--- src/sv/scmp_pkg.sv ---
// Shared types and constants for the SMTP command line parser.
// No dependencies; the core and scmp_fsm refer to this package by scoped names.

package scmp_pkg;

    // parser state codes, also reported as state_code
    localparam logic [2:0] ST_VFIRST  = 3'd0;
    localparam logic [2:0] ST_VSIMPLE = 3'd1;
    localparam logic [2:0] ST_VCOLON  = 3'd2;
    localparam logic [2:0] ST_ARG     = 3'd3;
    localparam logic [2:0] ST_AWAITLF = 3'd4;
    localparam logic [2:0] ST_DONE    = 3'd5;
    localparam logic [2:0] ST_ERROR   = 3'd6;

    // store select codes
    localparam logic [1:0] SEL_NONE = 2'd0;
    localparam logic [1:0] SEL_VERB = 2'd1;
    localparam logic [1:0] SEL_ARG  = 2'd2;

    // request types
    localparam logic REQ_FEED    = 1'b0;
    localparam logic REQ_RESTART = 1'b1;

    // characters of interest
    localparam logic [7:0] CH_CR    = 8'h0D;
    localparam logic [7:0] CH_LF    = 8'h0A;
    localparam logic [7:0] CH_COLON = 8'h3A;
    localparam logic [7:0] CH_SPACE = 8'h20;
    localparam logic [7:0] CH_UP_M  = 8'h4D;
    localparam logic [7:0] CH_LO_M  = 8'h6D;
    localparam logic [7:0] CH_UP_R  = 8'h52;
    localparam logic [7:0] CH_LO_R  = 8'h72;

    typedef struct packed {
        logic [2:0] state_code;
        logic [1:0] store_sel;
        logic [7:0] store_index;
        logic [7:0] store_byte;
        logic       finished;
        logic       errored;
    } t_result;

endpackage

--- src/sv/scmp_req_if.sv ---
// Request channel of the SMTP command line parser: valid/ready plus one item.
// Depends on nothing.

interface scmp_req_if;
    logic       valid;
    logic       ready;
    logic       req_type;
    logic [7:0] in_byte;

    modport source (output valid, output req_type, output in_byte, input ready);
    modport sink   (input valid, input req_type, input in_byte, output ready);
endinterface

--- src/sv/scmp_res_if.sv ---
// Result channel of the SMTP command line parser: valid/ready plus one result.
// Depends on nothing.

interface scmp_res_if;
    logic       valid;
    logic       ready;
    logic [2:0] state_code;
    logic [1:0] store_sel;
    logic [7:0] store_index;
    logic [7:0] store_byte;
    logic       finished;
    logic       errored;

    modport source (output valid, output state_code, output store_sel, output store_index,
                    output store_byte, output finished, output errored, input ready);
    modport sink   (input valid, input state_code, input store_sel, input store_index,
                    input store_byte, input finished, input errored, output ready);
endinterface

--- src/sv/smtp_command_line_parser_core.sv ---
// SMTP command line parser, top level.
// Path: a request beat is held in the input register, then moves into the result register.
// Throughput: one beat per cycle while o_res.ready does not stall the result register; the
// parser state updates as a beat moves into the result register, so the state loop sets the rate.
// Reset (synchronous, active low): pipeline empty, state verbfirst, both positions zero.
// Depends on scmp_pkg, scmp_req_if, scmp_res_if and scmp_fsm.

module smtp_command_line_parser_core #(
    parameter int VERB_BYTES = 16,
    parameter int ARG_BYTES  = 256
) (
    input  logic        i_clk,
    input  logic        i_rst_n,
    scmp_req_if.sink    i_req,
    scmp_res_if.source  o_res
);
    logic              r_in_valid;
    logic              r_req_type;
    logic [7:0]        r_in_byte;
    logic              r_out_valid;
    scmp_pkg::t_result r_out;
    scmp_pkg::t_result step_result;
    logic              advance;

    // move the held beat into the result register when that slot is free or is being taken
    assign advance     = r_in_valid && (!r_out_valid || o_res.ready);
    assign i_req.ready = !r_in_valid || advance;

    scmp_fsm #(
        .VERB_BYTES (VERB_BYTES),
        .ARG_BYTES  (ARG_BYTES)
    ) u_fsm (
        .i_clk      (i_clk),
        .i_rst_n    (i_rst_n),
        .i_advance  (advance),
        .i_req_type (r_req_type),
        .i_in_byte  (r_in_byte),
        .o_result   (step_result)
    );

    always_ff @(posedge i_clk) begin
        if (!i_rst_n) begin
            r_in_valid <= 1'b0;
        end else if (i_req.ready) begin
            r_in_valid <= i_req.valid;
        end
    end

    always_ff @(posedge i_clk) begin
        if (i_req.valid && i_req.ready) begin
            r_req_type <= i_req.req_type;
            r_in_byte  <= i_req.in_byte;
        end
    end

    always_ff @(posedge i_clk) begin
        if (!i_rst_n) begin
            r_out_valid <= 1'b0;
        end else if (advance) begin
            r_out_valid <= 1'b1;
        end else if (o_res.ready) begin
            r_out_valid <= 1'b0;
        end
    end

    always_ff @(posedge i_clk) begin
        if (advance) begin
            r_out <= step_result;
        end
    end

    assign o_res.valid       = r_out_valid;
    assign o_res.state_code  = r_out.state_code;
    assign o_res.store_sel   = r_out.store_sel;
    assign o_res.store_index = r_out.store_index;
    assign o_res.store_byte  = r_out.store_byte;
    assign o_res.finished    = r_out.finished;
    assign o_res.errored     = r_out.errored;
endmodule

--- src/sv/scmp_fsm.sv ---
// Parser state, verb and argument positions, and the per-byte transition.
// Depends on scmp_pkg.

module scmp_fsm #(
    parameter int VERB_BYTES = 16,
    parameter int ARG_BYTES  = 256
) (
    input  logic              i_clk,
    input  logic              i_rst_n,
    input  logic              i_advance,
    input  logic              i_req_type,
    input  logic [7:0]        i_in_byte,
    output scmp_pkg::t_result o_result
);
    localparam int VW = $clog2(VERB_BYTES);
    localparam int AW = $clog2(ARG_BYTES);
    localparam logic [VW-1:0] VERB_LAST = VW'(VERB_BYTES - 1);
    localparam logic [AW-1:0] ARG_LAST  = AW'(ARG_BYTES - 1);

    logic [2:0]    r_state, n_state;
    logic [VW-1:0] r_verb_count, n_verb_count;
    logic [AW-1:0] r_arg_count, n_arg_count;
    logic [1:0]    sel;
    logic [7:0]    wr_byte;
    logic [7:0]    verb_pos, arg_pos;
    logic [7:0]    wr_index;
    logic          is_delim, verb_room;
    logic          colon_verb;

    // store index carries the low 8 bits of a position
    assign verb_pos  = 8'(r_verb_count);
    assign arg_pos   = 8'(r_arg_count);
    assign verb_room = (r_verb_count < VERB_LAST);
    assign colon_verb = (i_in_byte == scmp_pkg::CH_UP_M) || (i_in_byte == scmp_pkg::CH_LO_M) ||
                        (i_in_byte == scmp_pkg::CH_UP_R) || (i_in_byte == scmp_pkg::CH_LO_R);
    assign is_delim  = (r_state == scmp_pkg::ST_VCOLON) ? (i_in_byte == scmp_pkg::CH_COLON)
                                                        : (i_in_byte == scmp_pkg::CH_SPACE);

    always_comb begin
        n_state      = r_state;
        n_verb_count = r_verb_count;
        n_arg_count  = r_arg_count;
        sel          = scmp_pkg::SEL_NONE;
        wr_byte      = 8'd0;
        if (i_req_type == scmp_pkg::REQ_RESTART) begin
            n_state      = scmp_pkg::ST_VFIRST;
            n_verb_count = '0;
            n_arg_count  = '0;
        end else begin
            case (r_state)
                scmp_pkg::ST_VFIRST: begin
                    sel = scmp_pkg::SEL_VERB;
                    if (i_in_byte == scmp_pkg::CH_CR) begin
                        n_state = scmp_pkg::ST_AWAITLF;
                    end else begin
                        wr_byte      = i_in_byte;
                        n_verb_count = r_verb_count + 1'b1;
                        n_state      = colon_verb ? scmp_pkg::ST_VCOLON : scmp_pkg::ST_VSIMPLE;
                    end
                end
                scmp_pkg::ST_VSIMPLE, scmp_pkg::ST_VCOLON: begin
                    if (is_delim || i_in_byte == scmp_pkg::CH_CR) begin
                        sel     = scmp_pkg::SEL_VERB;
                        n_state = (i_in_byte == scmp_pkg::CH_CR) ? scmp_pkg::ST_AWAITLF
                                                                 : scmp_pkg::ST_ARG;
                    end else if (verb_room) begin
                        sel          = scmp_pkg::SEL_VERB;
                        wr_byte      = i_in_byte;
                        n_verb_count = r_verb_count + 1'b1;
                    end
                end
                scmp_pkg::ST_ARG: begin
                    // skip leading spaces; drop bytes once the argument is full
                    if (i_in_byte == scmp_pkg::CH_SPACE && r_arg_count == '0) begin
                        sel = scmp_pkg::SEL_NONE;
                    end else if (i_in_byte == scmp_pkg::CH_CR) begin
                        sel     = scmp_pkg::SEL_ARG;
                        n_state = scmp_pkg::ST_AWAITLF;
                    end else if (r_arg_count < ARG_LAST) begin
                        sel         = scmp_pkg::SEL_ARG;
                        wr_byte     = i_in_byte;
                        n_arg_count = r_arg_count + 1'b1;
                    end
                end
                scmp_pkg::ST_AWAITLF: begin
                    n_state = (i_in_byte == scmp_pkg::CH_LF) ? scmp_pkg::ST_DONE
                                                             : scmp_pkg::ST_ERROR;
                end
                scmp_pkg::ST_DONE, scmp_pkg::ST_ERROR: begin
                    n_state = r_state;
                end
                default: begin
                    n_state = scmp_pkg::ST_ERROR;
                end
            endcase
        end
    end

    always_comb begin
        case (sel)
            scmp_pkg::SEL_VERB: wr_index = verb_pos;
            scmp_pkg::SEL_ARG:  wr_index = arg_pos;
            default:            wr_index = 8'd0;
        endcase
    end

    assign o_result.state_code  = n_state;
    assign o_result.store_sel   = sel;
    assign o_result.store_index = wr_index;
    assign o_result.store_byte  = wr_byte;
    assign o_result.finished    = (n_state == scmp_pkg::ST_DONE) ||
                                  (n_state == scmp_pkg::ST_ERROR);
    assign o_result.errored     = (n_state == scmp_pkg::ST_ERROR);

    always_ff @(posedge i_clk) begin
        if (!i_rst_n) begin
            r_state      <= scmp_pkg::ST_VFIRST;
            r_verb_count <= '0;
            r_arg_count  <= '0;
        end else if (i_advance) begin
            r_state      <= n_state;
            r_verb_count <= n_verb_count;
            r_arg_count  <= n_arg_count;
        end
    end
endmodule
--- src/flat_wrapper.sv ---
// flat-port wrapper written by rule: the top's interface ports become plain ports
module smtp_command_line_parser_core_flat 
#(
    parameter int VERB_BYTES = 16,
    parameter int ARG_BYTES  = 256
)
  (i_clk, i_rst_n, i_req_valid, i_req_req_type, i_req_in_byte, i_req_ready, o_res_valid, o_res_state_code, o_res_store_sel, o_res_store_index, o_res_store_byte, o_res_finished, o_res_errored, o_res_ready);
  scmp_req_if i_req_i ();
  scmp_res_if o_res_i ();
  input  logic i_clk;
  input  logic i_rst_n;
  input wire logic [$bits(i_req_i.valid)-1:0] i_req_valid;
  input wire logic [$bits(i_req_i.req_type)-1:0] i_req_req_type;
  input wire logic [$bits(i_req_i.in_byte)-1:0] i_req_in_byte;
  output wire logic [$bits(i_req_i.ready)-1:0] i_req_ready;
  output wire logic [$bits(o_res_i.valid)-1:0] o_res_valid;
  output wire logic [$bits(o_res_i.state_code)-1:0] o_res_state_code;
  output wire logic [$bits(o_res_i.store_sel)-1:0] o_res_store_sel;
  output wire logic [$bits(o_res_i.store_index)-1:0] o_res_store_index;
  output wire logic [$bits(o_res_i.store_byte)-1:0] o_res_store_byte;
  output wire logic [$bits(o_res_i.finished)-1:0] o_res_finished;
  output wire logic [$bits(o_res_i.errored)-1:0] o_res_errored;
  input wire logic [$bits(o_res_i.ready)-1:0] o_res_ready;
  assign i_req_i.valid = i_req_valid;
  assign i_req_i.req_type = i_req_req_type;
  assign i_req_i.in_byte = i_req_in_byte;
  assign i_req_ready = i_req_i.ready;
  assign o_res_valid = o_res_i.valid;
  assign o_res_state_code = o_res_i.state_code;
  assign o_res_store_sel = o_res_i.store_sel;
  assign o_res_store_index = o_res_i.store_index;
  assign o_res_store_byte = o_res_i.store_byte;
  assign o_res_finished = o_res_i.finished;
  assign o_res_errored = o_res_i.errored;
  assign o_res_i.ready = o_res_ready;
  smtp_command_line_parser_core #(.VERB_BYTES(VERB_BYTES), .ARG_BYTES(ARG_BYTES)) u_core (.i_clk(i_clk), .i_rst_n(i_rst_n), .i_req(i_req_i), .o_res(o_res_i));
endmodule
--- config.mk ---
export PLATFORM = sky130hd
export DESIGN_NAME = smtp_command_line_parser_core_flat
export DESIGN_NICKNAME = d
export VERILOG_FILES = /design/src/sv/scmp_pkg.sv /design/src/sv/scmp_req_if.sv /design/src/sv/scmp_res_if.sv /design/src/sv/smtp_command_line_parser_core.sv /design/src/sv/scmp_fsm.sv /design/src/flat_wrapper.sv
export SDC_FILE = /design/constraint.sdc
export NUM_CORES = 1
export LEC_CHECK = 0
export BUFFER_PORTS_ARGS = -buffer_cell sky130_fd_sc_hd__buf_4
export CORE_MARGIN = 8
export CORE_UTILIZATION = 50
export DETAILED_ROUTE_END_ITERATION = 16
export GPL_ROUTABILITY_DRIVEN = 0
export PLACE_DENSITY = 0.86
export SYNTH_ARGS = -nofsm -noshare
export SYNTH_HDL_FRONTEND = slang
export SYNTH_SLANG_ARGS = --single-unit
--- constraint.sdc ---
create_clock -name i_clk -period 3.05 [get_ports i_clk]
set_input_delay 0.1525 -clock i_clk [delete_from_list [all_inputs] [get_ports i_clk]]
set_output_delay 0.1525 -clock i_clk [all_outputs]
set_load 0.1 [all_outputs]
; ---- Yosys cells after proc, flatten, opt, wreduce, memory -nomap -nowiden
; Index checks and enable logic that the tools add are counted.
[word_totals]
reg_bits = 49
in_bits = 13
out_inout_bits = 25
wordCells = 99
[op_classes]
addsub = 2
order_cmp = 2
eq_ne = 23
n_mux = 37
n_reduce_logical = 22
[op_table]
columns = cell, n
row1 = $mux W8, 11
row2 = $eq A8 B7 Y1 const B, 4
row3 = $pmux W8 S3, 1
row4 = $mux W3, 6
row5 = $eq A8 B4 Y1 const B, 2
row6 = $eq A8 B6 Y1 const B, 2
row7 = $mux W4, 4
row8 = $pmux W8 S2, 1
row9 = $eq A3 B3 Y1 const B, 5
row10 = $pmux W3 S5, 1
row11 = $mux W2, 6
row12 = $reduce_and A5 Y1, 2
row13 = $ne A3 B2 Y1 const B, 3
row14 = $add A8 B1 Y8 const B, 1
row15 = $logic_not A8 Y1, 1
row16 = $lt A8 B8 Y1 const B, 1
row17 = $pmux W4 S2, 1
row18 = $logic_or A1 B1 Y1, 7
row19 = $eq A3 B2 Y1 const B, 2
row20 = $pmux W2 S3, 1
row21 = $reduce_bool A2 Y1, 3
row22 = $mux W1, 5
row23 = $add A4 B1 Y4 const B, 1
row24 = $lt A4 B4 Y1 const B, 1
row25 = 9 further kinds, 14

; ---- Depth between registers and ports, before layout
[depth]
ltp_word = 10
ltp_mapped = 10

; ---- Cells and area by module
; From an unflattened synthesis, not the netlist that was laid out.
[unflattened]
hier_cells = 209
area_unflattened_um2 = 2404.8
[by_module_without_submodules]
columns = module, instances, cells_each, area_per_inst_um2, seq_area_each_um2
row1 = scmp_fsm, 1, 168, 1340.0, 300.3
row2 = smtp_command_line_parser_core, 1, 41, 1064.8, 1001.0

; ---- Least setup slack after synthesis
; No wires, ideal clock.
[synth_timing]
path_type = flip-flop to flip-flop
from = register u_core.r_in_byte[0]
to = register u_core.r_out (netlist bit u_core.o_res.store_index[3]), data pin
arrival_ns = 2.646
required_ns = 2.794
slack_ns = 0.148
path_stages_with_launch = 10
path_buffers = 0
cell_sequence = edfxtp_1 or4_1 or3_1 a21oi_2 nor3_1 maj3_2 or3_1 ha_1 a22oi_1 nor2_1
[synth_rtl]
columns = item, line
row1 = "start, declared", smtp_command_line_parser_core.sv:19  ; logic [7:0] r_in_byte;
row2 = "start signal, assigned", smtp_command_line_parser_core.sv:52  ; r_in_byte <= i_req.in_byte;
row3 = "end signal, assigned", smtp_command_line_parser_core.sv:68  ; r_out <= step_result;
row4 = "end, declared", smtp_command_line_parser_core.sv:21  ; scmp_pkg::t_result r_out;

==> qor.yml <==
clock_tree:
  cts_tree: "done"
  cts-root-buf: "clkbuf_8"
  cts_made_buffers: 5
  clock_latency_ps: 300
  cts_buffer_depth: 2
  h-tree-depth: 2
  numClockSinks: 49
  post_cts_buffers: 0
  clkTransAtPathRegs_ps: 90
power:
  p_leak_nw: 1.12
  power.density_nw_per_um2: 513
  total_power_mw: 1.50
  irDropWorstVdd_mv: 0.272
global_routing:
  grtUsageTotal_pct: 13.6
  grt_remaining_overflow: 0
  antenna_found_initial: 0
  grt_max_degree: 25
  grt_pass1_wl_um: 8090
  grt_pass1_vias: 1738
finish:
  fin_nets: 284
  fill_cells: 357
  drive_above_1_share_pct: 24.3
  antenna_cells: 0
  final_cell_mix: "buf_4, edfxtp_1, nor2_1"
  final_common_cell: "buf_4"
  syn_to_final_growth_pct: 23.2
floorplan:
  core-area_um2: 4660
  rows: 25
  io_pins: 38
  die_x_um: 85.0
  dieHeight_um: 85.0
  dieArea_um2: 7220
  start_util_pct: 51.0
synth:
  yosys.area_share.simple_pct: 25.8
  synth_compound_area_share_pct: 10.2
  synthXorXnorAreaFrac_pct: 2.58
  yosys_warnings: 0
  syn_area_um2: 2380
  ys_top_cells_by_area: "edfxtp_1, dfxtp_1, and2_1"
  avgSynthCellArea_um2: 10.9
  synth_top_family_by_area: "simple AND/OR/NAND/NOR gates"
  async_reset_ff_share_pct: 0
  ys_seq_area_share_pct: 54.7
  synthCells: 219
  yosysTopAreaCellShare_pct: 40.4
  synth_edf_count: 32
  synthAdderAreaFrac_pct: 3.11
  muxShareOfSynthArea_pct: 0.895
  synth_ff_type: "edfxtp_1"
  synth_fp_nets: 237
  synth_seq_cells: 49
  synth_cell_type_count: 51
  yosysTopAreaCell: "edfxtp_1"
timing:
  skew_ps: 6.45
  slew_violations: 0
  tightestPinTransition_ps: 597
  setup_tns_ps: 0
  rsz0062_at_grt: "false"
  finalHoldViolCount: 0
  period_needed_ps: 2940
  slew_headroom_pct: 60.2
  fmax_mhz: 340
  finalSetupViolations: 0
  finalCritPeriodShare_pct: 96.4
min_path:
  hp-class: "in2reg"
worst_setup_path:
  path_common_cell: "or3_4"
  cp-end-kind: "register"
  arrival_ps: 3000
  path_class: "reg2reg"
  critPathSlowestCell: "or4_4"
  worstPathCellList: "or4_4 -> or3_4 -> a21oi_2 -> nor3_1 -> maj3_2 -> or3_4 -> ha_4 -> a22oi_1 -> nor2_1"
  crit_fanout: 8
  slowest_delay_ps: 550
  startpoint_type: "register"
  cp.required_ps: 3120
detailed_routing:
  wire_per_inst_um: 15.6
  wl_um: 4990
  first_iter_violations: 199
  ant_nets: 0
  drc_errors: 0
  drtPass1Iterations: 7
  viasPerCell: 5.87
  detailroute.via_count: 1884
status:
  run_status: "finished clean"
placement:
  portBuffers: 37
  dp_hpwl_um: 3530
flow_run:
  maxCapViolCount: 0
path summary, 6_finish.rpt:
check | from | to | slack, ps | cells after the start
max | u_core.r_in_byte[0]$_DFFE_PP_ | u_core.o_res.store_index[3]$_DFFE_PP_ | 110 | 9
min | i_req_in_byte[5] | u_core.r_in_byte[5]$_DFFE_PP_ | 20 | 1
max reg2reg | u_core.r_in_byte[0]$_DFFE_PP_ | u_core.o_res.store_index[3]$_DFFE_PP_ | 110 | 9
min reg2reg | u_core.r_in_valid$_SDFFE_PN0N_ | u_core.o_res.valid$_SDFFE_PN0P_ | 550 | 2
per-layer routing:
metal	routed length [um]	track usage [%]
met2	2360	21.3
met1	2140	16.9
met3	435	4.44
met5	0	0
met4	59	5.02
area by class of cell:
cell class                 instances  area, um2  share of cell area (%)
sequential                        49       1300                    44.4
multi-input combinational        155       1040                    35.5
timing repair buffer              48        360                    12.3
clock buffer                       5       68.8                    2.35
tap                               54       67.6                    2.31
clock inverter                     3       65.1                    2.22
inverter                           7       26.3                   0.897
cells in the mapped netlist (2+ instances only):
cell	number
edfxtp_1	32
and3_1	3
nand4b_1	3
nor4b_1	2
nand2_1	8
o31ai_1	3
or4_1	2
nand3b_1	2
and2_1	17
o21ai_1	3
nand4_1	6
a22oi_1	4
a31oi_1	2
or3_1	7
nor4bb_1	2
nand3_1	8
nor2_1	22
or4b_1	2
o21ai_0	2
xor2_1	6
inv_1	7
dfxtp_1	17
ha_1	5
nor2b_1	6
a21o_1	2
a21oi_1	7
nor3_1	9
clkbuf_1	7
state kept, by name, summed over array words and instances, names as in the netlist:
signal,count
u_core.o_res.store_byte,8
u_core.o_res.errored,1
u_core.o_res.finished,1
u_core.r_in_byte,8
u_core.o_res.state_code,3
u_core.u_fsm.arg_pos,8
u_core.o_res.store_index,8
u_core.o_res.store_sel,2
u_core.r_in_valid,1
u_core.u_fsm.r_state,3
u_core.u_fsm.r_verb_count,4
u_core.o_res.valid,1
u_core.r_req_type,1
power by group:
part	internal [mW]	switching, mW	total [mW]
Combinational	0.0555	0.162	0.217
Clock	0.326	0.211	0.537
Sequential	0.733	0.0154	0.748
critical path, delay by kind of cell, from the launching register on:
| kind | cells | cell delay [ps] |
|---|---|---|
| AND/OR/NAND/NOR | 5 | 1430 |
| adder cells (fa/ha/maj) | 2 | 520 |
| flip-flops | 1 | 390 |
| AO/OA/AOI/OAI | 2 | 360 |
kinds of logic after synthesis:
logic type | count (synthesis)
buffers and inverters | 15
XOR/XNOR | 7
flip-flops | 49
multiplexers | 2
AND/OR/NAND/NOR | 106
adder cells (fa/ha/maj) | 6
AO/OA/AOI/OAI | 34
repair_timing:
action,in CTS,in global routing
endpoints found under the setup margin,0,8
endpoints found under the hold margin,0,0
gates resized for setup,0,5
hold buffers,0,0
per-stage QoR:
step | instance area (um2) | utilization (%) | hold WS [ps] | setup slack, ps | std cells
3_3_place_gp | 2770 | 59.4 | 331 | 111 | 313
4_1_cts | 2900 | 62.3 | 17.3 | 26.0 | 321
3_5_place_dp | 2770 | 59.4 | 332 | 47.4 | 313
6_report | 2930 | 62.8 | 22.0 | 111 | 321
5_1_grt | 2930 | 62.8 | 9.60 | 7.07 | 321
2_1_floorplan | 2380 | - | 251 | 148 | 219
(Power assumes the default switching activity.)
